### config.mk
export PLATFORM = sky130hd
export DESIGN_NAME = line_pair_bit_interleaver
export DESIGN_NICKNAME = d
export VERILOG_FILES = /design/src/rtl/lpbi_pkg.sv /design/src/rtl/lpbi_front.sv /design/src/rtl/lpbi_queue.sv /design/src/rtl/lpbi_back.sv /design/src/rtl/line_pair_bit_interleaver.sv
export VERILOG_INCLUDE_DIRS = /design/src /design/src/rtl
export SDC_FILE = /design/constraint.sdc
export NUM_CORES = 1
export LEC_CHECK = 0
export ABC_AREA = 1
export BUFFER_PORTS_ARGS = -buffer_cell sky130_fd_sc_hd__buf_2
export CAP_MARGIN = 25
export CORE_MARGIN = 3
export CORE_UTILIZATION = 50
export CTS_BUF_LIST = sky130_fd_sc_hd__clkbuf_4 sky130_fd_sc_hd__clkbuf_8 sky130_fd_sc_hd__clkbuf_16
export DETAILED_ROUTE_END_ITERATION = 7
export PLACE_DENSITY_LB_ADDON = 0.05
export SETUP_SLACK_MARGIN = 0.02
export SLEW_MARGIN = 30
export SYNTH_ARGS = -nofsm -noshare
export SYNTH_HDL_FRONTEND = slang
export SYNTH_SLANG_ARGS = --single-unit
### constraint.sdc
create_clock -name clk -period 6.75 [get_ports clk]
set_input_delay 0.675 -clock clk [delete_from_list [all_inputs] [get_ports clk]]
set_output_delay 0.675 -clock clk [all_outputs]
set_load 0.02 [all_outputs]
### src/rtl/line_pair_bit_interleaver_macros.svh
// ----------------------------------------------------------------------------
// line_pair_bit_interleaver assertion macros
// Shared concurrent assertion forms, clocked on clk, disabled in reset.
// ----------------------------------------------------------------------------
`ifndef LINE_PAIR_BIT_INTERLEAVER_MACROS_SVH
`define LINE_PAIR_BIT_INTERLEAVER_MACROS_SVH

// same-cycle implication
`define LPBI_ASSERT_IMPLY(lbl, ante, cons, msg) \
    lbl: assert property (@(posedge clk) disable iff (!rst_n) (ante) |-> (cons)) \
        else $error(msg);

// next-cycle implication
`define LPBI_ASSERT_NEXT(lbl, ante, cons, msg) \
    lbl: assert property (@(posedge clk) disable iff (!rst_n) (ante) |=> (cons)) \
        else $error(msg);

`endif

### src/rtl/lpbi_pkg.sv
// ----------------------------------------------------------------------------
// lpbi_pkg
// Constants, types and helpers for the line pair bit interleaver.
// ----------------------------------------------------------------------------
`timescale 1ns / 1ps

package lpbi_pkg;

    localparam int BYTES_PER_LINE = 21;
    localparam int TILE_ROWS      = 48;
    localparam int ROWS_PER_FRAME = TILE_ROWS * 4;

    localparam int BYTE_W  = 8;
    localparam int GCFG_W  = 4;
    localparam int ROW_W   = 8;
    localparam int CFG_W   = 8;
    localparam int COL_W   = $clog2(BYTES_PER_LINE);
    localparam int IDX_W   = COL_W + 1;
    localparam int DIVIN_W = IDX_W + 1;

    // x / 3 == (x * 43) >> 7 for x < 128
    localparam int DIV3_MUL   = 43;
    localparam int DIV3_SHIFT = 7;

    localparam int QUEUE_DEPTH = 2;

    localparam logic [GCFG_W-1:0] GROUP_FIRST_RST = GCFG_W'(0);
    localparam logic [GCFG_W-1:0] GROUP_FINAL_RST = GCFG_W'(13);
    localparam logic [ROW_W-1:0]  ROW_FIRST_RST   = ROW_W'(0);
    localparam logic [ROW_W-1:0]  ROW_FINAL_RST   = ROW_W'(191);

    typedef enum logic [1:0] {
        CFG_GROUP_FIRST = 2'd0,
        CFG_GROUP_FINAL = 2'd1,
        CFG_ROW_FIRST   = 2'd2,
        CFG_ROW_FINAL   = 2'd3
    } cfg_index_t;

    typedef struct packed {
        logic [BYTE_W-1:0] byte_val;
        logic              row_end;
        logic              frame_end;
        logic              run_last;
    } beat_t;

    typedef struct packed {
        logic [1:0] mask;
        beat_t      beat_hi;
        beat_t      beat_lo;
    } entry_t;

    function automatic logic [DIVIN_W-1:0] div3(input logic [DIVIN_W-1:0] x);
        logic [DIVIN_W+6:0] p;
        p = (DIVIN_W+7)'(x) * (DIVIN_W+7)'(DIV3_MUL);
        return DIVIN_W'(p >> DIV3_SHIFT);
    endfunction

    // upper-line nibble onto odd bits, current-line nibble onto even bits
    function automatic logic [BYTE_W-1:0] weave(input logic [3:0] up, input logic [3:0] dn);
        return {up[3], dn[3], up[2], dn[2], up[1], dn[1], up[0], dn[0]};
    endfunction

endpackage

### src/rtl/lpbi_front.sv
// ----------------------------------------------------------------------------
// lpbi_front
// Accepts input transactions, tracks position, keeps the upper line and
// forms windowed byte pairs for the back end.
// ----------------------------------------------------------------------------
`timescale 1ns / 1ps

module lpbi_front (
    input  logic                       clk,
    input  logic                       rst_n,
    input  logic                       in_accept,
    input  logic [lpbi_pkg::BYTE_W-1:0] pixel_byte,
    input  logic                       frame_start,
    input  logic                       cfg_write,
    input  lpbi_pkg::cfg_index_t       cfg_index,
    input  logic [lpbi_pkg::CFG_W-1:0] cfg_data,
    output logic                       q_push,
    output lpbi_pkg::entry_t           q_entry
);
    import lpbi_pkg::*;

    localparam logic [COL_W-1:0]   COL_LAST = COL_W'(BYTES_PER_LINE - 1);
    localparam logic [ROW_W-1:0]   ROW_LAST = ROW_W'(ROWS_PER_FRAME - 1);
    localparam logic [DIVIN_W-1:0] IDX_LAST = DIVIN_W'(2 * BYTES_PER_LINE - 1);

    logic [BYTE_W-1:0] store_mem [BYTES_PER_LINE];

    logic [COL_W-1:0]  col_reg;
    logic              odd_reg;
    logic [ROW_W-1:0]  row_reg;
    logic [GCFG_W-1:0] gfirst_reg;
    logic [GCFG_W-1:0] gfinal_reg;
    logic [ROW_W-1:0]  rfirst_reg;
    logic [ROW_W-1:0]  rfinal_reg;

    logic [COL_W-1:0]   col_cur;
    logic               odd_cur;
    logic [ROW_W-1:0]   row_cur;
    logic [BYTE_W-1:0]  up_byte;
    logic               row_in;
    logic               last_row;
    logic [DIVIN_W-1:0] gfirst_ext;
    logic [DIVIN_W-1:0] gfinal_ext;
    logic [DIVIN_W-1:0] idx   [2];
    logic [DIVIN_W-1:0] grp   [2];
    logic [DIVIN_W-1:0] grp_n [2];
    logic [1:0]         pass;
    logic [1:0]         rend;

    assign col_cur = frame_start ? '0 : col_reg;
    assign odd_cur = frame_start ? 1'b0 : odd_reg;
    assign row_cur = frame_start ? '0 : row_reg;
    assign up_byte = store_mem[col_cur];

    assign row_in     = (row_cur >= rfirst_reg) && (row_cur <= rfinal_reg);
    assign last_row   = (row_cur >= rfinal_reg) || (row_cur == ROW_LAST);
    assign gfirst_ext = DIVIN_W'(gfirst_reg);
    assign gfinal_ext = DIVIN_W'(gfinal_reg);

    always_comb
    begin
        for (int h = 0; h < 2; h++)
        begin
            idx[h]   = DIVIN_W'({col_cur, 1'b0}) + DIVIN_W'(h);
            grp[h]   = div3(idx[h]);
            grp_n[h] = div3(idx[h] + DIVIN_W'(1));
            pass[h]  = row_in && (grp[h] >= gfirst_ext) && (grp[h] <= gfinal_ext);
            rend[h]  = (idx[h] == IDX_LAST) || (grp_n[h] > gfinal_ext);
        end
    end

    always_comb
    begin
        q_entry.mask               = {pass[1], pass[0]};
        q_entry.beat_hi.byte_val   = weave(up_byte[7:4], pixel_byte[7:4]);
        q_entry.beat_hi.row_end    = rend[0];
        q_entry.beat_hi.frame_end  = rend[0] && last_row;
        q_entry.beat_hi.run_last   = !pass[1];
        q_entry.beat_lo.byte_val   = weave(up_byte[3:0], pixel_byte[3:0]);
        q_entry.beat_lo.row_end    = rend[1];
        q_entry.beat_lo.frame_end  = rend[1] && last_row;
        q_entry.beat_lo.run_last   = 1'b1;
    end

    assign q_push = in_accept && odd_cur && (|pass);

    always_ff @(posedge clk)
    begin
        if (in_accept && !odd_cur)
        begin
            store_mem[col_cur] <= pixel_byte;
        end
    end

    always_ff @(posedge clk or negedge rst_n)
    begin
        if (!rst_n)
        begin
            col_reg <= '0;
            odd_reg <= 1'b0;
            row_reg <= '0;
        end
        else if (in_accept)
        begin
            if (col_cur == COL_LAST)
            begin
                col_reg <= '0;
                odd_reg <= !odd_cur;
                if (odd_cur)
                begin
                    row_reg <= (row_cur == ROW_LAST) ? '0 : row_cur + ROW_W'(1);
                end
                else
                begin
                    row_reg <= row_cur;
                end
            end
            else
            begin
                col_reg <= col_cur + COL_W'(1);
                odd_reg <= odd_cur;
                row_reg <= row_cur;
            end
        end
    end

    always_ff @(posedge clk or negedge rst_n)
    begin
        if (!rst_n)
        begin
            gfirst_reg <= GROUP_FIRST_RST;
            gfinal_reg <= GROUP_FINAL_RST;
            rfirst_reg <= ROW_FIRST_RST;
            rfinal_reg <= ROW_FINAL_RST;
        end
        else if (cfg_write)
        begin
            unique case (cfg_index)
                CFG_GROUP_FIRST: gfirst_reg <= cfg_data[GCFG_W-1:0];
                CFG_GROUP_FINAL: gfinal_reg <= cfg_data[GCFG_W-1:0];
                CFG_ROW_FIRST:   rfirst_reg <= cfg_data[ROW_W-1:0];
                CFG_ROW_FINAL:   rfinal_reg <= cfg_data[ROW_W-1:0];
                default: ;
            endcase
        end
    end

endmodule

### src/rtl/lpbi_queue.sv
// ----------------------------------------------------------------------------
// lpbi_queue
// Short entry queue between the front and back ends.
// ----------------------------------------------------------------------------
`timescale 1ns / 1ps

module lpbi_queue (
    input  logic             clk,
    input  logic             rst_n,
    input  logic             push,
    input  lpbi_pkg::entry_t wr_entry,
    input  logic             pop,
    output lpbi_pkg::entry_t rd_entry,
    output logic             full,
    output logic             empty
);
    import lpbi_pkg::*;

    `include "line_pair_bit_interleaver_macros.svh"

    localparam int PTR_W = $clog2(QUEUE_DEPTH);
    localparam int CNT_W = $clog2(QUEUE_DEPTH + 1);

    entry_t           slot_mem [QUEUE_DEPTH];
    logic [PTR_W-1:0] wr_ptr_reg;
    logic [PTR_W-1:0] rd_ptr_reg;
    logic [CNT_W-1:0] count_reg;
    logic             do_push;
    logic             do_pop;

    assign full     = (count_reg == CNT_W'(QUEUE_DEPTH));
    assign empty    = (count_reg == '0);
    assign do_push  = push && !full;
    assign do_pop   = pop && !empty;
    assign rd_entry = slot_mem[rd_ptr_reg];

    always_ff @(posedge clk)
    begin
        if (do_push)
        begin
            slot_mem[wr_ptr_reg] <= wr_entry;
        end
    end

    always_ff @(posedge clk or negedge rst_n)
    begin
        if (!rst_n)
        begin
            wr_ptr_reg <= '0;
            rd_ptr_reg <= '0;
            count_reg  <= '0;
        end
        else
        begin
            if (do_push)
            begin
                wr_ptr_reg <= wr_ptr_reg + PTR_W'(1);
            end
            if (do_pop)
            begin
                rd_ptr_reg <= rd_ptr_reg + PTR_W'(1);
            end
            if (do_push && !do_pop)
            begin
                count_reg <= count_reg + CNT_W'(1);
            end
            else if (do_pop && !do_push)
            begin
                count_reg <= count_reg - CNT_W'(1);
            end
        end
    end

    `LPBI_ASSERT_IMPLY(a_q_no_overflow, push, !full, "queue push while full")
    `LPBI_ASSERT_IMPLY(a_q_no_underflow, pop, !empty, "queue pop while empty")

endmodule

### src/rtl/lpbi_back.sv
// ----------------------------------------------------------------------------
// lpbi_back
// Serializes queued byte pairs onto the one-byte result channel.
// ----------------------------------------------------------------------------
`timescale 1ns / 1ps

module lpbi_back (
    input  logic             clk,
    input  logic             rst_n,
    input  lpbi_pkg::entry_t q_entry,
    input  logic             q_empty,
    output logic             q_pop,
    input  logic             pop,
    output logic             empty,
    output lpbi_pkg::beat_t  out_beat
);
    import lpbi_pkg::*;

    `include "line_pair_bit_interleaver_macros.svh"

    logic  out_valid_reg;
    logic  out_valid_next;
    beat_t out_beat_reg;
    beat_t out_beat_next;
    logic  pend_valid_reg;
    logic  pend_valid_next;
    beat_t pend_beat_reg;
    beat_t pend_beat_next;
    logic  load;

    assign load     = !out_valid_reg || pop;
    assign q_pop    = load && !pend_valid_reg && !q_empty;
    assign empty    = !out_valid_reg;
    assign out_beat = out_beat_reg;

    always_comb
    begin
        out_valid_next  = out_valid_reg;
        out_beat_next   = out_beat_reg;
        pend_valid_next = pend_valid_reg;
        pend_beat_next  = pend_beat_reg;
        if (load)
        begin
            priority if (pend_valid_reg)
            begin
                out_valid_next  = 1'b1;
                out_beat_next   = pend_beat_reg;
                pend_valid_next = 1'b0;
            end
            else if (!q_empty)
            begin
                out_valid_next = 1'b1;
                if (q_entry.mask[0])
                begin
                    out_beat_next   = q_entry.beat_hi;
                    pend_valid_next = q_entry.mask[1];
                    pend_beat_next  = q_entry.beat_lo;
                end
                else
                begin
                    out_beat_next = q_entry.beat_lo;
                end
            end
            else
            begin
                out_valid_next = 1'b0;
            end
        end
    end

    always_ff @(posedge clk)
    begin
        out_beat_reg  <= out_beat_next;
        pend_beat_reg <= pend_beat_next;
    end

    always_ff @(posedge clk or negedge rst_n)
    begin
        if (!rst_n)
        begin
            out_valid_reg  <= 1'b0;
            pend_valid_reg <= 1'b0;
        end
        else
        begin
            out_valid_reg  <= out_valid_next;
            pend_valid_reg <= pend_valid_next;
        end
    end

    `LPBI_ASSERT_IMPLY(a_pend_behind_out, pend_valid_reg, out_valid_reg,
                       "pending byte without an output byte")
    `LPBI_ASSERT_IMPLY(a_entry_not_blank, q_pop, q_entry.mask != 2'b00,
                       "queue entry without a passed byte")
    `LPBI_ASSERT_IMPLY(a_frame_end_row_end, out_valid_reg && out_beat_reg.frame_end,
                       out_beat_reg.row_end, "frame end without row end")

endmodule

### src/rtl/line_pair_bit_interleaver.sv
// ----------------------------------------------------------------------------
// line_pair_bit_interleaver
// Interleaves line pairs of a 1 bpp frame into windowed output rows.
// ----------------------------------------------------------------------------
// Input channel: push / full with pixel_byte and frame_start; a transaction
// completes when push is high and full is low. Bytes come in line order,
// 21 per line. Even lines are stored; each odd-line byte yields up to two
// interleaved bytes, filtered by the row and group window.
// Result channel: empty / pop with out_byte, row_end, frame_end, run_last;
// the oldest byte is shown while empty is low, taken when pop is high.
// Config: cfg_write, cfg_index, cfg_data write one window register per cycle.
// A result passes through the queue and then the output register before it shows.
// Throughput: one input per cycle on even lines while full is low; on odd
// lines one output byte per cycle leaves the output register while pop is high.
// A two-entry queue decouples input from output; when pop stays low the
// queue fills and full rises, holding off input.
// Reset: counters clear, window returns to the full frame, queue and output
// empty. The line store is not cleared.
// ----------------------------------------------------------------------------
`timescale 1ns / 1ps

module line_pair_bit_interleaver (
    input  logic                        clk,
    input  logic                        rst_n,
    input  logic                        push,
    output logic                        full,
    input  logic [lpbi_pkg::BYTE_W-1:0] pixel_byte,
    input  logic                        frame_start,
    output logic                        empty,
    input  logic                        pop,
    output logic [lpbi_pkg::BYTE_W-1:0] out_byte,
    output logic                        row_end,
    output logic                        frame_end,
    output logic                        run_last,
    input  logic                        cfg_write,
    input  lpbi_pkg::cfg_index_t        cfg_index,
    input  logic [lpbi_pkg::CFG_W-1:0]  cfg_data
);
    import lpbi_pkg::*;

    logic   in_accept;
    logic   q_push;
    logic   q_pop;
    logic   q_full;
    logic   q_empty;
    entry_t q_wr_entry;
    entry_t q_rd_entry;
    beat_t  out_beat;

    assign full      = q_full;
    assign in_accept = push && !q_full;

    lpbi_front u_front (
        .clk         (clk),
        .rst_n       (rst_n),
        .in_accept   (in_accept),
        .pixel_byte  (pixel_byte),
        .frame_start (frame_start),
        .cfg_write   (cfg_write),
        .cfg_index   (cfg_index),
        .cfg_data    (cfg_data),
        .q_push      (q_push),
        .q_entry     (q_wr_entry)
    );

    lpbi_queue u_queue (
        .clk      (clk),
        .rst_n    (rst_n),
        .push     (q_push),
        .wr_entry (q_wr_entry),
        .pop      (q_pop),
        .rd_entry (q_rd_entry),
        .full     (q_full),
        .empty    (q_empty)
    );

    lpbi_back u_back (
        .clk      (clk),
        .rst_n    (rst_n),
        .q_entry  (q_rd_entry),
        .q_empty  (q_empty),
        .q_pop    (q_pop),
        .pop      (pop),
        .empty    (empty),
        .out_beat (out_beat)
    );

    assign out_byte  = out_beat.byte_val;
    assign row_end   = out_beat.row_end;
    assign frame_end = out_beat.frame_end;
    assign run_last  = out_beat.run_last;

endmodule

## After elaboration in Yosys (flattened, before gate mapping)

Memories as Yosys holds them, arrays and structs flattened.
Cells that the tools add are included.
W data, S select, Z words.

| storage, ports and cells | value |
|---|---|
| flip-flop bits (word level) | 66 |
| bits in latches | 0 |
| RAM bits | 214 |
| ROM bits | 0 |
| output and inout port bits | 13 |
| logic and storage cells | 112 |
| memories | 2 |

Memories:

| name | depth | width | read ports | clocked after Yosys merged registers in | wr ports | RTL line | source |
|---|---|---|---|---|---|---|---|
| u_front.store_mem | 21 | 8 | 1 | 0 | 1 | lpbi_front.sv:26 | `logic [BYTE_W-1:0] store_mem [BYTES_PER_LINE];` |
| u_queue.slot_mem | 2 | 23 | 1 | 0 | 1 | lpbi_queue.sv:24 | `entry_t slot_mem [QUEUE_DEPTH];` |

| cells by class | value |
|---|---|
| $add $sub $neg | 8 |
| multiply operators | 3 |
| div/mod/pow operators | 0 |
| order comparisons | 9 |
| equal/unequal tests | 8 |
| shift operators | 0 |
| multiplexer cells | 22 |
| bitwise operators | 2 |
| reductions and logical operators | 38 |

Operators with widths:

| cell | number |
|---|---|
| $mux W11 | 3 |
| $mux W8 | 4 |
| $mul A7 B6 Y13 const B | 2 |
| $logic_and A1 B1 Y1 | 17 |
| $ge A8 B8 Y1 | 2 |
| $ge A6 B4 Y1 | 2 |
| $gt A6 B4 Y1 | 2 |
| $le A6 B4 Y1 | 2 |
| $mul A5 B6 Y11 const B | 1 |
| $mux W1 | 11 |
| $mux W5 | 2 |
| $reduce_and A2 Y1 | 5 |
| $add A8 B1 Y8 const B | 1 |
| $eq A8 B8 Y1 const B | 1 |
| $le A8 B8 Y1 | 1 |
| $logic_not A1 Y1 | 8 |
| $add A6 B1 Y7 const B | 1 |
| $add A7 B1 Y7 const B | 1 |
| $eq A7 B6 Y1 const B | 1 |
| $eq A2 B2 Y1 const B | 3 |
| $add A5 B1 Y5 const B | 1 |
| $eq A5 B5 Y1 const B | 1 |
| $logic_not A2 Y1 | 2 |
| $mux W2 | 2 |
| other kinds (10) | 14 |

## Depth between registers and ports, before layout

Gate-level depths: netlist of the first run.

| depth | value |
|---|---|
| word-level depth | 13 |
| depth in mapped cells | 32 |
| mapped depth without buffers | 30 |

## Modules after synthesis

Synthesis of the first run repeated with hierarchy kept, for this count alone.

| second synthesis, totals | value |
|---|---|
| cells, all modules | 1329 |
| area, all modules | 13914.6 um^2 |

Modules (own cells, without submodules):

| module | instances | cells each | area each (um^2) | seq. area each (um^2) |
|---|---|---|---|---|
| lpbi_front | 1 | 1058 | 10820.4 | 6008.3 |
| lpbi_queue | 1 | 157 | 1985.7 | 1541.5 |
| lpbi_back | 1 | 112 | 1098.6 | 710.7 |
| line_pair_bit_interleaver | 1 | 2 | 10.0 | 0.0 |

## Worst setup path before layout of the first run

No wires, ideal clock.

| timing | value |
|---|---|
| path type | in2reg |
| start | in frame_start |
| end | mem u_queue.slot_mem[1][0] (netlist bit) (enable) |
| setup time | 0.403 ns |
| arrival time | 5.540 ns |
| setup slack | 0.807 ns |
| stages | 25 |
| path through | inv_2 nand2_2 inv_2 buf_2 buf_2 ha_1 inv_1 fa_1 fa_1 inv_1 ha_1 nand2_1 nor2_1 nand3_1 o211ai_1 a31oi_1 xor2_1 ha_1 a21oi_1 a21boi_0 nor2_1 nand3_1 nand2_1 nand2_1 nor2_1 |

| between the ends | value |
|---|---|
| word-level cells in the longest chain between the ends | 11 |
| elaborated cells between the ends (all ways) | 23 |

Ends and longest elaborated chain:

| what | RTL line | source |
|---|---|---|
| start: declaration | line_pair_bit_interleaver.sv:28 | `input logic frame_start,` |
| $mux W5 | lpbi_front.sv:50 | `assign col_cur = frame_start ? '0 : col_reg;` |
| $add A6 B1 Y7 | lpbi_front.sv:64 | `idx[h] = DIVIN_W'({col_cur, 1'b0}) + DIVIN_W'(h);` |
| $mul A7 B6 Y13 | lpbi_pkg.sv:54 | `p = (DIVIN_W+7)'(x) * (DIVIN_W+7)'(DIV3_MUL);` |
| $ge A6 B4 Y1 | lpbi_front.sv:67 | `pass[h] = row_in && (grp[h] >= gfirst_ext) && (grp[h] <= gfinal_ext);` |
| $logic_and A1 B1 Y1 (2 in series) | lpbi_front.sv:67 |  |
| $reduce_or A2 Y1 | lpbi_front.sv:85 | `assign q_push = in_accept && odd_cur && (\|pass);` |
| $logic_and A1 B1 Y1 * | lpbi_front.sv:85 |  |
| $logic_and A1 B1 Y1 * | lpbi_queue.sv:33 | `assign do_push = push && !full;` |
| $mux W1 * | lpbi_queue.sv:39 | `if (do_push)` |
| $mux W1 (not written as such) * | lpbi_queue.sv:41 | `slot_mem[wr_ptr_reg] <= wr_entry;` |
| end: declaration | lpbi_queue.sv:24 |  |

Every way passes the cells marked *; elsewhere a longest branch is shown, timed or not.

## Worst setup path in the final report of the first run

| timing | value |
|---|---|
| start | reg u_front.col_reg[2] |
| end | reg u_queue.count_reg[1] |

| between the ends | value |
|---|---|
| word-level cells in the longest chain between the ends | 12 |
| elaborated cells between the ends (all ways) | 20 |

Ends and longest elaborated chain:

| what | RTL line | source |
|---|---|---|
| start: declaration | lpbi_front.sv:28 | `logic [COL_W-1:0] col_reg;` |
| start signal: assignment | lpbi_front.sv:120 | `col_reg <= col_cur + COL_W'(1);` |
| $mux W5 * | lpbi_front.sv:50 |  |
| $add A6 B1 Y7 | lpbi_front.sv:64 |  |
| $mul A7 B6 Y13 | lpbi_pkg.sv:54 |  |
| $ge A6 B4 Y1 | lpbi_front.sv:67 |  |
| $logic_and A1 B1 Y1 (2 in series) | lpbi_front.sv:67 |  |
| $reduce_or A2 Y1 * | lpbi_front.sv:85 |  |
| $logic_and A1 B1 Y1 * | lpbi_front.sv:85 |  |
| $logic_and A1 B1 Y1 * | lpbi_queue.sv:33 |  |
| named net u_queue.do_push | lpbi_queue.sv:28 | `logic do_push;` |
| $logic_not A1 Y1 | lpbi_queue.sv:67 | `else if (do_pop && !do_push)` |
| $logic_and A1 B1 Y1 | lpbi_queue.sv:67 |  |
| $reduce_bool A2 Y1 (no source line) | - |  |
| end signal: assignment | lpbi_queue.sv:65 | `count_reg <= count_reg + CNT_W'(1);` |
| end signal: assignment | lpbi_queue.sv:69 | `count_reg <= count_reg - CNT_W'(1);` |
| end: declaration | lpbi_queue.sv:27 | `logic [CNT_W-1:0] count_reg;` |

The timed path passes the listed nets; every way through them passes the cells marked *.
A chain may end at the register's enable or synchronous reset.

==> run_results.csv, run 1 <==
group,metric,value,unit
detailed_routing,drc,0,
timing,rsz0062_at_grt,"false",
finish,nets,1441,
global_route,grtUsageTotal,20.8,%
detailed_routing,dr.first_iter.drc_count,661,
hold_path,hp-class,"in -> async",
power_and_ir_drop,p_leak,6.40,nW
clock_network,clkTransAtPathRegs,60,ps
worst_setup_path,cp_data_required_time,7180,ps
timing,timing.hold.ws,125,ps
clock_network,post_cts_resized,0,
logic_synthesis,synth-edff-count,235,
global_route,grt_first_pass_wirelength,47.9,mm
worst_setup_path,startpoint_type,"register",
logic_synthesis,ys_seq_elements,279,
worst_setup_path,crit_family,"adder cells",
worst_setup_path,path_class,"reg -> reg",
timing,fin_crit,5670,ps
global_route,grt_pass1_vias,8601,
job,maxCapViolCount,0,
finish,syn_to_final_growth,11.5,%
floorplanning,fp-row-count,60,
clock_network,cts_tree,"yes",
floorplanning,io_pins,37,
logic_synthesis,yosys_warnings,0,
placed_design,port_buffers,36,
clock_network,clk_latency,550,ps
logic_synthesis,ys.flop_type,"edfxtp_1",
floorplanning,start_util,50.9,%
global_route,antenna_found_initial,0,
detailed_routing,via_per_inst,5.43,
finish,drive_above_1_share,9.92,%
placed_design,gp_congestion,0.855,
detailed_routing,post_drt_wl_per_cell,18.0,um
global_route,grt_overflow_total,0,
timing,fmax,176,MHz
timing,finalHoldViolations,0,
worst_setup_path,slowest_stage,"nor2_2",
finish,n_antenna_cell,0,
logic_synthesis,synth_area_leader_cell,"edfxtp_1",
floorplanning,die_x,172,um
power_and_ir_drop,peakVddDrop,0.210,mV
worst_setup_path,reg2regPathDepth,26,
timing,final_max_slew_viol_count,0,
timing,relSlewSlack,38.7,%
detailed_routing,wl,30.1,mm
timing,worst_pin_slew,920,ps
finish,layout_commonest_cell,"edfxtp_1",
logic_synthesis,yosysSeqAreaShare,59.4,%
clock_network,cts_setup_buffers,0,
worst_setup_path,crit_cells,26,
clock_network,root_buffer,"clkbuf_16",
floorplanning,dieArea,29500,um2
worst_setup_path,arrival,6100,ps
worst_setup_path,critPathMaxStageDelay,660,ps
logic_synthesis,avgSynthCellArea,10.8,um2
status,status,"finished, final reports clean",
logic_synthesis,async_reset_ff_share,15.8,%
floorplanning,die_h,172,um
timing,finalCritPeriodShare,84.0,%
logic_synthesis,synth_top_area_share,51.3,%
logic_synthesis,netlist-cell-type-count,45,
power_and_ir_drop,totalPowerFinal,5.24,mW
worst_setup_path,critPathBufInv,4,
worst_setup_path,end_kind,"register",
floorplanning,core_region_area,27000,um2
clock_network,htreeDepth,1,
global_route,grt_max_degree,82,
logic_synthesis,synth_nets,1401,
detailed_routing,vias,9086,
clock_network,cts_buffers,30,
clock_network,cts_sinks,279,
finish,largest_reg_flops,168,
logic_synthesis,synth_cells,1268,
logic_synthesis,syn_area,13800,um2
placed_design,hpwl,20.1,mm
logic_synthesis,synth.area.top_cells,"edfxtp_1, ha_1, dfrtp_1, o21ai_0, inv_1",
finish,final_cell_mix,"edfxtp_1, inv_1, nor2_1, o21ai_0, nand2_1",
clock_network,hold_buffers,0,
timing,finClkSkew,11.8,ps
clock_network,cts_buffer_depth,3,
detailed_routing,ant_nets,0,
worst_setup_path,critPathMaxFanout,18,
timing,finalSetupViolations,0,
power_and_ir_drop,power.density,342,nW/um2
timing,final.setup.tns,0,ps
detailed_routing,firstDrtPassIters,5,
==> cell families (layout without fill, tap and decap cells) <==
| group | after synthesis | after routing | synth area share, % |
|---|---|---|---|
| DFF | 279 | 279 | 59.4 |
| xor gates and xnor gates | 18 | 18 | 1.15 |
| buffers and inverters | 200 | 263 | 5.59 |
| and+or+nand+nor | 383 | 383 | 11.7 |
| muxes | 11 | 11 | 0.801 |
| adders and majority gates | 109 | 109 | 10.5 |
| AOI/OAI and AO/OA | 268 | 268 | 10.9 |
==> area by class of cell <==
class	instances	area, um2
Sequential cell	279	8170
Fill cell	2356	11700
Timing Repair Buffer	45	250
Multi-Input combinational cell	789	4820
Clock buffer	35	788
Tap cell	341	427
Clock inverter	20	265
Inverter	163	612
==> layer usage <==
| metal | GRT usage (%) | wire length (um) | vias up |
|---|---|---|---|
| met3 | 2.74 | 1700 | 49 |
| met4 | 5.17 | 795 | 0 |
| met1 | 31.4 | 14300 | 4299 |
| li1 | - | - | 4488 |
| met5 | 0 | 0 | - |
| met2 | 32.1 | 13300 | 250 |
==> path summary, 6_finish.rpt <==
path                                         start                     to  slack [ps]
worst max register to register  u_front.col_reg[2]   u_queue.count_reg[1]        1080
worst max-delay path            u_front.col_reg[2]   u_queue.count_reg[1]        1080
min in group clk                       cfg_data[7]  u_front.rfinal_reg[7]         350
worst min-delay path                         rst_n  u_front.rfirst_reg[7]         130
max in group asynchronous                    rst_n     u_queue.rd_ptr_reg        6200
worst min register to register  u_queue.wr_ptr_reg     u_queue.wr_ptr_reg         480
==> Yosys cell counts, types with 3 or more instances <==
library cell and n:
edfxtp_1 235, inv_1 159, nor2_1 158, o21ai_0 154
nand2_1 151, ha_1 98, nand3_1 44, a21oi_1 40
dfrtp_1 34, o22ai_1 34, clkbuf_1 23, buf_2 14
fa_1 11, mux2i_1 11, o221ai_1 11, xor2_1 11
dfstp_2 10, xnor2_1 7, nor3_1 6, nand4_1 5
a21boi_0 4, inv_2 4, o211ai_1 4, o21ai_1 4
nor2_2 3, o32ai_1 3, or2_2 3
==> worst register-to-register path: stages (launching register included) <==
cell and delay [ps]:
dfrtp_1 340, inv_1 200, nor2_2 660, ha_1 370, inv_1 70, fa_1 430
fa_1 520, inv_1 40, ha_1 320, nand2_1 100, nor2_1 40, nand3_1 50
o211ai_1 130, a31oi_1 190, xor2_1 220, ha_1 290, a21oi_1 140, a21boi_0 90
nor2_1 210, nand3_1 200, nand2_1 130, nand2_1 100, inv_1 80, ha_1 240
a21oi_1 120, o21ai_0 110, xor2_1 150
==> per-stage QoR <==
step / worst slack (ps) / utilization (%) / area [um2] / std cells
finish: 1080 / 56.8 / 15300 / 1672
global placement: 783 / 52.8 / 14300 / 1617
global route: 503 / 56.8 / 15300 / 1672
detailed placement: 713 / 52.8 / 14300 / 1617
floorplan: 807 / - / 13800 / 1268
CTS: 1060 / 56.7 / 15300 / 1672
==> where the power goes <==
part | total [mW] | internal, mW | switching (mW)
sequential | 2.17 | 2.08 | 0.0925
clock | 1.73 | 1.07 | 0.663
combinational | 1.34 | 0.424 | 0.914
(Power assumes the default switching activity.)
==> inputs of run 2 (changes only) <==
clock period = 5.6 ns   (was 6.75 ns; I/O delays follow)
==> run_results.csv, run 2 (same netlist as run 1, synthesis figures left out) <==
group,metric,value,unit
status,status,"finished, final reports clean",
power_and_ir_drop,seqPwrFrac,41.8,%
clock_network,cts_buffers,30,
placed_design,placed_area,14400,um2
finish,largest_reg_flops,168,
power_and_ir_drop,power_frac_clock,31.1,%
worst_setup_path,startpoint_type,"register",
clock_network,cts_setup_buffers,0,
placed_design,gp_congestion,0.893,
detailed_routing,ant_nets,0,
placed_design,port_buffers,36,
detailed_routing,dr.first_iter.drc_count,725,
global_route,grt_pass1_vias,8974,
placed_design,placed_cells,1630,
detailed_routing,vias,9140,
floorplanning,dieArea,29500,um2
worst_setup_path,end_kind,"register",
detailed_routing,post_drt_wl_per_cell,18.2,um
global_route,grt_max_degree,52,
worst_setup_path,r2r-end,"u_queue.slot_mem[0][0]",
clock_network,root_buffer,"clkbuf_16",
clock_network,clk_latency,560,ps
worst_setup_path,critPathMaxFanout,5,
clock_network,cts_buffer_depth,3,
worst_setup_path,r2r-start,"u_front.col_reg[2]",
power_and_ir_drop,p_sw_share,32.5,%
detailed_routing,wl_met2,14.3,mm
finish,n_fill_cell,2350,
timing,finalHoldViolations,0,
detailed_routing,firstDrtPassIters,5,
finish,final_cell_mix,"edfxtp_1, inv_1, nor2_1, o21ai_0, nand2_1",
global_route,grt_first_pass_wirelength,48.8,mm
timing,final_max_slew_viol_count,0,
finish,layout_commonest_cell,"edfxtp_1",
hold_path,hp-class,"in -> async",
clock_network,hold_buffers,0,
floorplanning,io_pins,37,
job,maxCapViolCount,0,
finish,design_area,15400,um2
detailed_routing,dr_wl_met3,1.36,mm
timing,relSlewSlack,41.5,%
finish,final_cells,1685,
detailed_routing,m1WireLength,14.4,mm
clock_network,cts_sinks,279,
detailed_routing,top_layer,"met4",
worst_setup_path,path_class,"reg -> reg",
worst_setup_path,reg2regPathDepth,25,
worst_setup_path,arrival,5260,ps
power_and_ir_drop,peakVddDrop,0.279,mV
detailed_routing,drc,0,
timing,finalSetupViolations,0,
finish,nets,1454,
worst_setup_path,cp_data_required_time,5880,ps
finish,final-seq-area,8170,um2
power_and_ir_drop,p_switching,2.01,mW
floorplanning,die_x,172,um
power_and_ir_drop,p_int,4.18,mW
finish,multi_input_area,4820,um2
power_and_ir_drop,p_leak,6.43,nW
finish,n_antenna_cell,0,
placed_design,hpwl,20.5,mm
power_and_ir_drop,power.density,402,nW/um2
timing,worst_pin_slew,875,ps
timing,finClkSkew,17.3,ps
global_route,antenna_found_initial,0,
detailed_routing,wl,30.6,mm
floorplanning,core_region_area,27000,um2
clock_network,cts_tree,"yes",
timing,fmax,200,MHz
power_and_ir_drop,power_frac_comb,27.2,%
global_route,grtUsageTotal,21.1,%
floorplanning,fp-row-count,60,
clock_network,clkTransAtPathRegs,60,ps
worst_setup_path,endpoint,"u_queue.slot_mem[0][0]",
clock_network,post_cts_resized,0,
timing,rsz0062_at_grt,"false",
finish,drive_above_1_share,10.5,%
timing,finalCritPeriodShare,89.1,%
timing,final.setup.tns,0,ps
clock_network,htreeDepth,1,
worst_setup_path,worstSetupStartpoint,"u_front.col_reg[2]",
finish,syn_to_final_growth,11.9,%
floorplanning,start_util,50.9,%
detailed_routing,via_per_inst,5.42,
timing,fin_crit,4990,ps
global_route,grt_overflow_total,0,
floorplanning,die_h,172,um
worst_setup_path,ff2ff_setup_slack,610,ps
[run 2: changes by cell type in the layout (fill, tap and decap cells not counted), sizes merged]
cell,change
buf,+13
clkinv,-1
clkbuf,+5
bufinv,-4
[run 2: metal layers]
metal	GRT usage (%)	up-vias
met5	0	-
met4	4.55	0
met3	2.23	45
met2	35.0	177
met1	30.5	4399
li1	-	4519
[run 2: layout make-up]
cell class                      count  area share, %
Timing Repair Buffer               58           2.50
Inverter                          163           3.97
Sequential cell                   279           53.1
Multi-Input combinational cell    789           31.3
Clock inverter                     15          0.975
Tap cell                          341           2.77
Clock buffer                       40           5.36
[run 2: per-stage QoR]
step	hold slack [ps]	total power, mW	setup slack, ps	util, %
after floorplan	264	3.79	144	-
after global placement	455	4.29	329	53.3
after detailed placement	459	4.32	229	53.3
after CTS	10.3	6.25	585	56.9
after global routing	40.6	6.57	32.3	57.0
final	5.42	6.19	612	57.0
[run 2: how the worst min path moves through the flow]
stage | startpoint | end | cells past startpoint
detailed placement | u_queue.wr_ptr_reg | u_queue.wr_ptr_reg | 2
global route | rst_n | u_front.rfinal_reg[6] | 1
global placement | u_queue.wr_ptr_reg | u_queue.wr_ptr_reg | 2
finish | rst_n | u_front.rfinal_reg[6] | 1
CTS | rst_n | u_front.rfirst_reg[7] | 1
floorplan | rst_n | u_back.out_valid_reg | 0
[run 2: worst max-delay path: stages (launching register included)]
cell and delay (ps):
dfrtp_1 340, inv_1 80, nor2_1 180, ha_1 180
inv_1 100, nor2_1 190, xor2_1 380, ha_1 300
inv_1 80, fa_1 450, fa_1 550, inv_1 40
ha_1 320, inv_1 100, o21ai_0 70, nand2_1 60
nand3_1 110, xor2_1 160, ha_1 290, a21oi_1 140
o21ai_0 80, o21ai_0 80, nand2_1 70, nor2_1 130
buf_4 160, a21oi_1 80
[run 2: power groups by stage]
stage               clock (mW)  sequential, mW  combinational [mW]
floorplan                    0            2.66                1.13
global placement             0            2.63                1.66
detailed placement           0            2.63                1.69
CTS                       1.96            2.59                1.69
global route              2.04            2.61                1.92
finish                    1.92            2.59                1.68
==> inputs of run 3 (changes only) <==
CELL_PAD_IN_SITES_DETAIL_PLACEMENT = 2   (was unset)
CELL_PAD_IN_SITES_GLOBAL_PLACEMENT = 2   (was unset)
CORE_UTILIZATION = 38   (was 50)
clock period = 4.34 ns   (was 5.6 ns; I/O delays follow)
==> run_results.csv, run 3 (same netlist as run 1, synthesis figures left out) <==
group,metric,value,unit
status,status,"complete, but fails checks",
status,violations,"setup timing",
finish,layout_commonest_cell,"edfxtp_1",
power_and_ir_drop,p_switching,3.02,mW
detailed_routing,post_drt_wl_per_cell,22.0,um
floorplanning,dieArea,38500,um2
timing,relSlewSlack,34.3,%
timing,finalCritPeriodShare,110,%
global_route,grt_pass1_vias,11200,
detailed_routing,drc,0,
placed_design,port_buffers,36,
timing,final_max_slew_viol_count,0,
placed_design,dpl_worst_slack,-856,ps
power_and_ir_drop,peakVddDrop,0.245,mV
detailed_routing,wl,42.1,mm
worst_setup_path,critPathMaxFanout,4,
clock_network,hold_buffers,0,
floorplanning,io_pins,37,
power_and_ir_drop,power_frac_comb,31.6,%
floorplanning,die_h,196,um
worst_setup_path,reg2regPathDepth,24,
timing,fin_ws,-430,ps
timing,worst_pin_slew,982,ps
placed_design,placed_area,15300,um2
finish,syn_to_final_growth,22.8,%
timing,fin_crit,4770,ps
timing,finalSetupViolations,53,
clock_network,clk_latency,520,ps
clock_network,cts_buffer_depth,3,
worst_setup_path,r2r-start,"u_front.col_reg[2]",
power_and_ir_drop,seqPwrFrac,37.9,%
clock_network,clkTransAtPathRegs,60,ps
worst_setup_path,cp_data_required_time,4570,ps
clock_network,htreeDepth,2,
clock_network,cts_buffers,34,
finish,drive_above_1_share,21.4,%
floorplanning,die_x,196,um
placed_design,gp_congestion,0.783,
detailed_routing,vias,10100,
finish,n_fill_cell,3643,
timing,finalHoldViolations,0,
power_and_ir_drop,p_sw_share,34.0,%
floorplanning,core_region_area,35700,um2
global_route,grt_max_degree,82,
detailed_routing,ant_nets,0,
timing,finClkSkew,14.3,ps
clock_network,root_buffer,"clkbuf_16",
clock_network,cts_tree,"yes",
power_and_ir_drop,p_int,5.87,mW
worst_setup_path,ff2ff_setup_slack,-430,ps
placed_design,hpwl,28.5,mm
floorplanning,start_util,38.6,%
clock_network,cts_sinks,279,
worst_setup_path,path_class,"reg -> reg",
finish,multi_input_area,5160,um2
global_route,grt_overflow_total,0,
detailed_routing,firstDrtPassIters,4,
worst_setup_path,arrival,5000,ps
finish,final_cell_mix,"edfxtp_1, inv_1, nor2_1, o21ai_0, nand2_1",
finish,nets,1567,
power_and_ir_drop,power.density,526,nW/um2
job,maxCapViolCount,0,
power_and_ir_drop,power_frac_clock,30.4,%
global_route,antenna_found_initial,0,
finish,largest_reg_flops,168,
global_route,grtUsageTotal,22.1,%
detailed_routing,dr.first_iter.drc_count,511,
timing,fmax,210,MHz
worst_setup_path,r2r-end,"u_queue.slot_mem[1][18]",
worst_setup_path,end_kind,"register",
finish,final-seq-area,8170,um2
hold_path,hp-class,"in -> async",
power_and_ir_drop,p_leak,7.07,nW
floorplanning,fp-row-count,69,
detailed_routing,via_per_inst,5.26,
timing,rsz0062_at_grt,"true",
finish,n_antenna_cell,0,
global_route,grt_first_pass_wirelength,65.1,mm
finish,design_area,16900,um2
worst_setup_path,startpoint_type,"register",
## run 3: power groups by stage
stage,registers (mW),clock network (mW),logic [mW]
2_1_floorplan,3.44,0,1.52
3_3_place_gp,3.41,0,2.46
3_5_place_dp,3.42,0,2.58
4_1_cts,3.37,2.76,2.75
5_1_grt,3.39,2.87,3.16
6_report,3.37,2.70,2.81
## run 3: through the flow
step	util [%]	cells	power [mW]	setup TNS, ps	hold WS, ps
finish	47.4	1916	8.89	-19930	29.7
global placement	43.0	1838	5.86	-35030	454
global route	47.4	1916	9.43	-33840	78.8
CTS	46.6	1907	8.89	-20370	34.3
detailed placement	43.0	1838	6.00	-43200	479
floorplan	-	1268	4.95	-19070	138
## run 3: final cells by class
type,count,area share [%]
clock inverter,10,0.459
inverter,163,3.76
multi-input combinational,789,30.6
tap,461,3.42
timing repair buffer,167,7.68
clock buffer,47,5.72
sequential,279,48.4
## run 3: how the worst max path moves through the flow
stage	from	to	slack, ps	cells past startpoint
after floorplan	u_front.col_reg[0]	u_queue.slot_mem[1][0]	-430	24
after global placement	frame_start	u_queue.count_reg[1]	-690	27
after detailed placement	frame_start	u_queue.count_reg[1]	-860	27
after CTS	u_front.col_reg[0]	u_queue.count_reg[1]	-430	28
after global routing	u_front.col_reg[2]	u_queue.slot_mem[1][13]	-670	25
final	u_front.col_reg[2]	u_queue.slot_mem[1][18]	-430	24
## run 3: repair_timing
| item | 4_1_cts | 5_1_grt |
|---|---|---|
| pin swaps | 23 | 20 |
| setup endpoints to repair | 59 | 63 |
| setup buffers | 12 | 10 |
| cloned | 1 | 1 |
| gates resized for setup | 34 | 40 |
## run 3: routing by layer
metal / part of all wire (%) / global-route usage, % / vias to the layer above / wire, um
li1: - / - / 4731 / -
met1: 44 / 28.6 / 5174 / 18600
met2: 51 / 39.1 / 127 / 21500
met3: 3.0 / 3.26 / 47 / 1240
met4: 1.8 / 5.44 / 0 / 740
met5: 0 / 0 / - / 0
## run 3: critical path, cell delays in order, from the launching register on
cell and delay (ps):
dfrtp_1 400, inv_2 100, nor2_4 60, ha_4 260, inv_2 30, fa_1 450, fa_1 520, inv_2 50
ha_4 250, buf_4 140, a21oi_2 150, nand2_2 80, a31o_4 220, xor2_1 240, ha_1 310, o211ai_1 160
a21boi_4 100, nor2_4 130, nand3_2 110, nand2_2 120, nand2_4 60, buf_6 140, nor2_4 130, buf_12 140
clkbuf_16 130
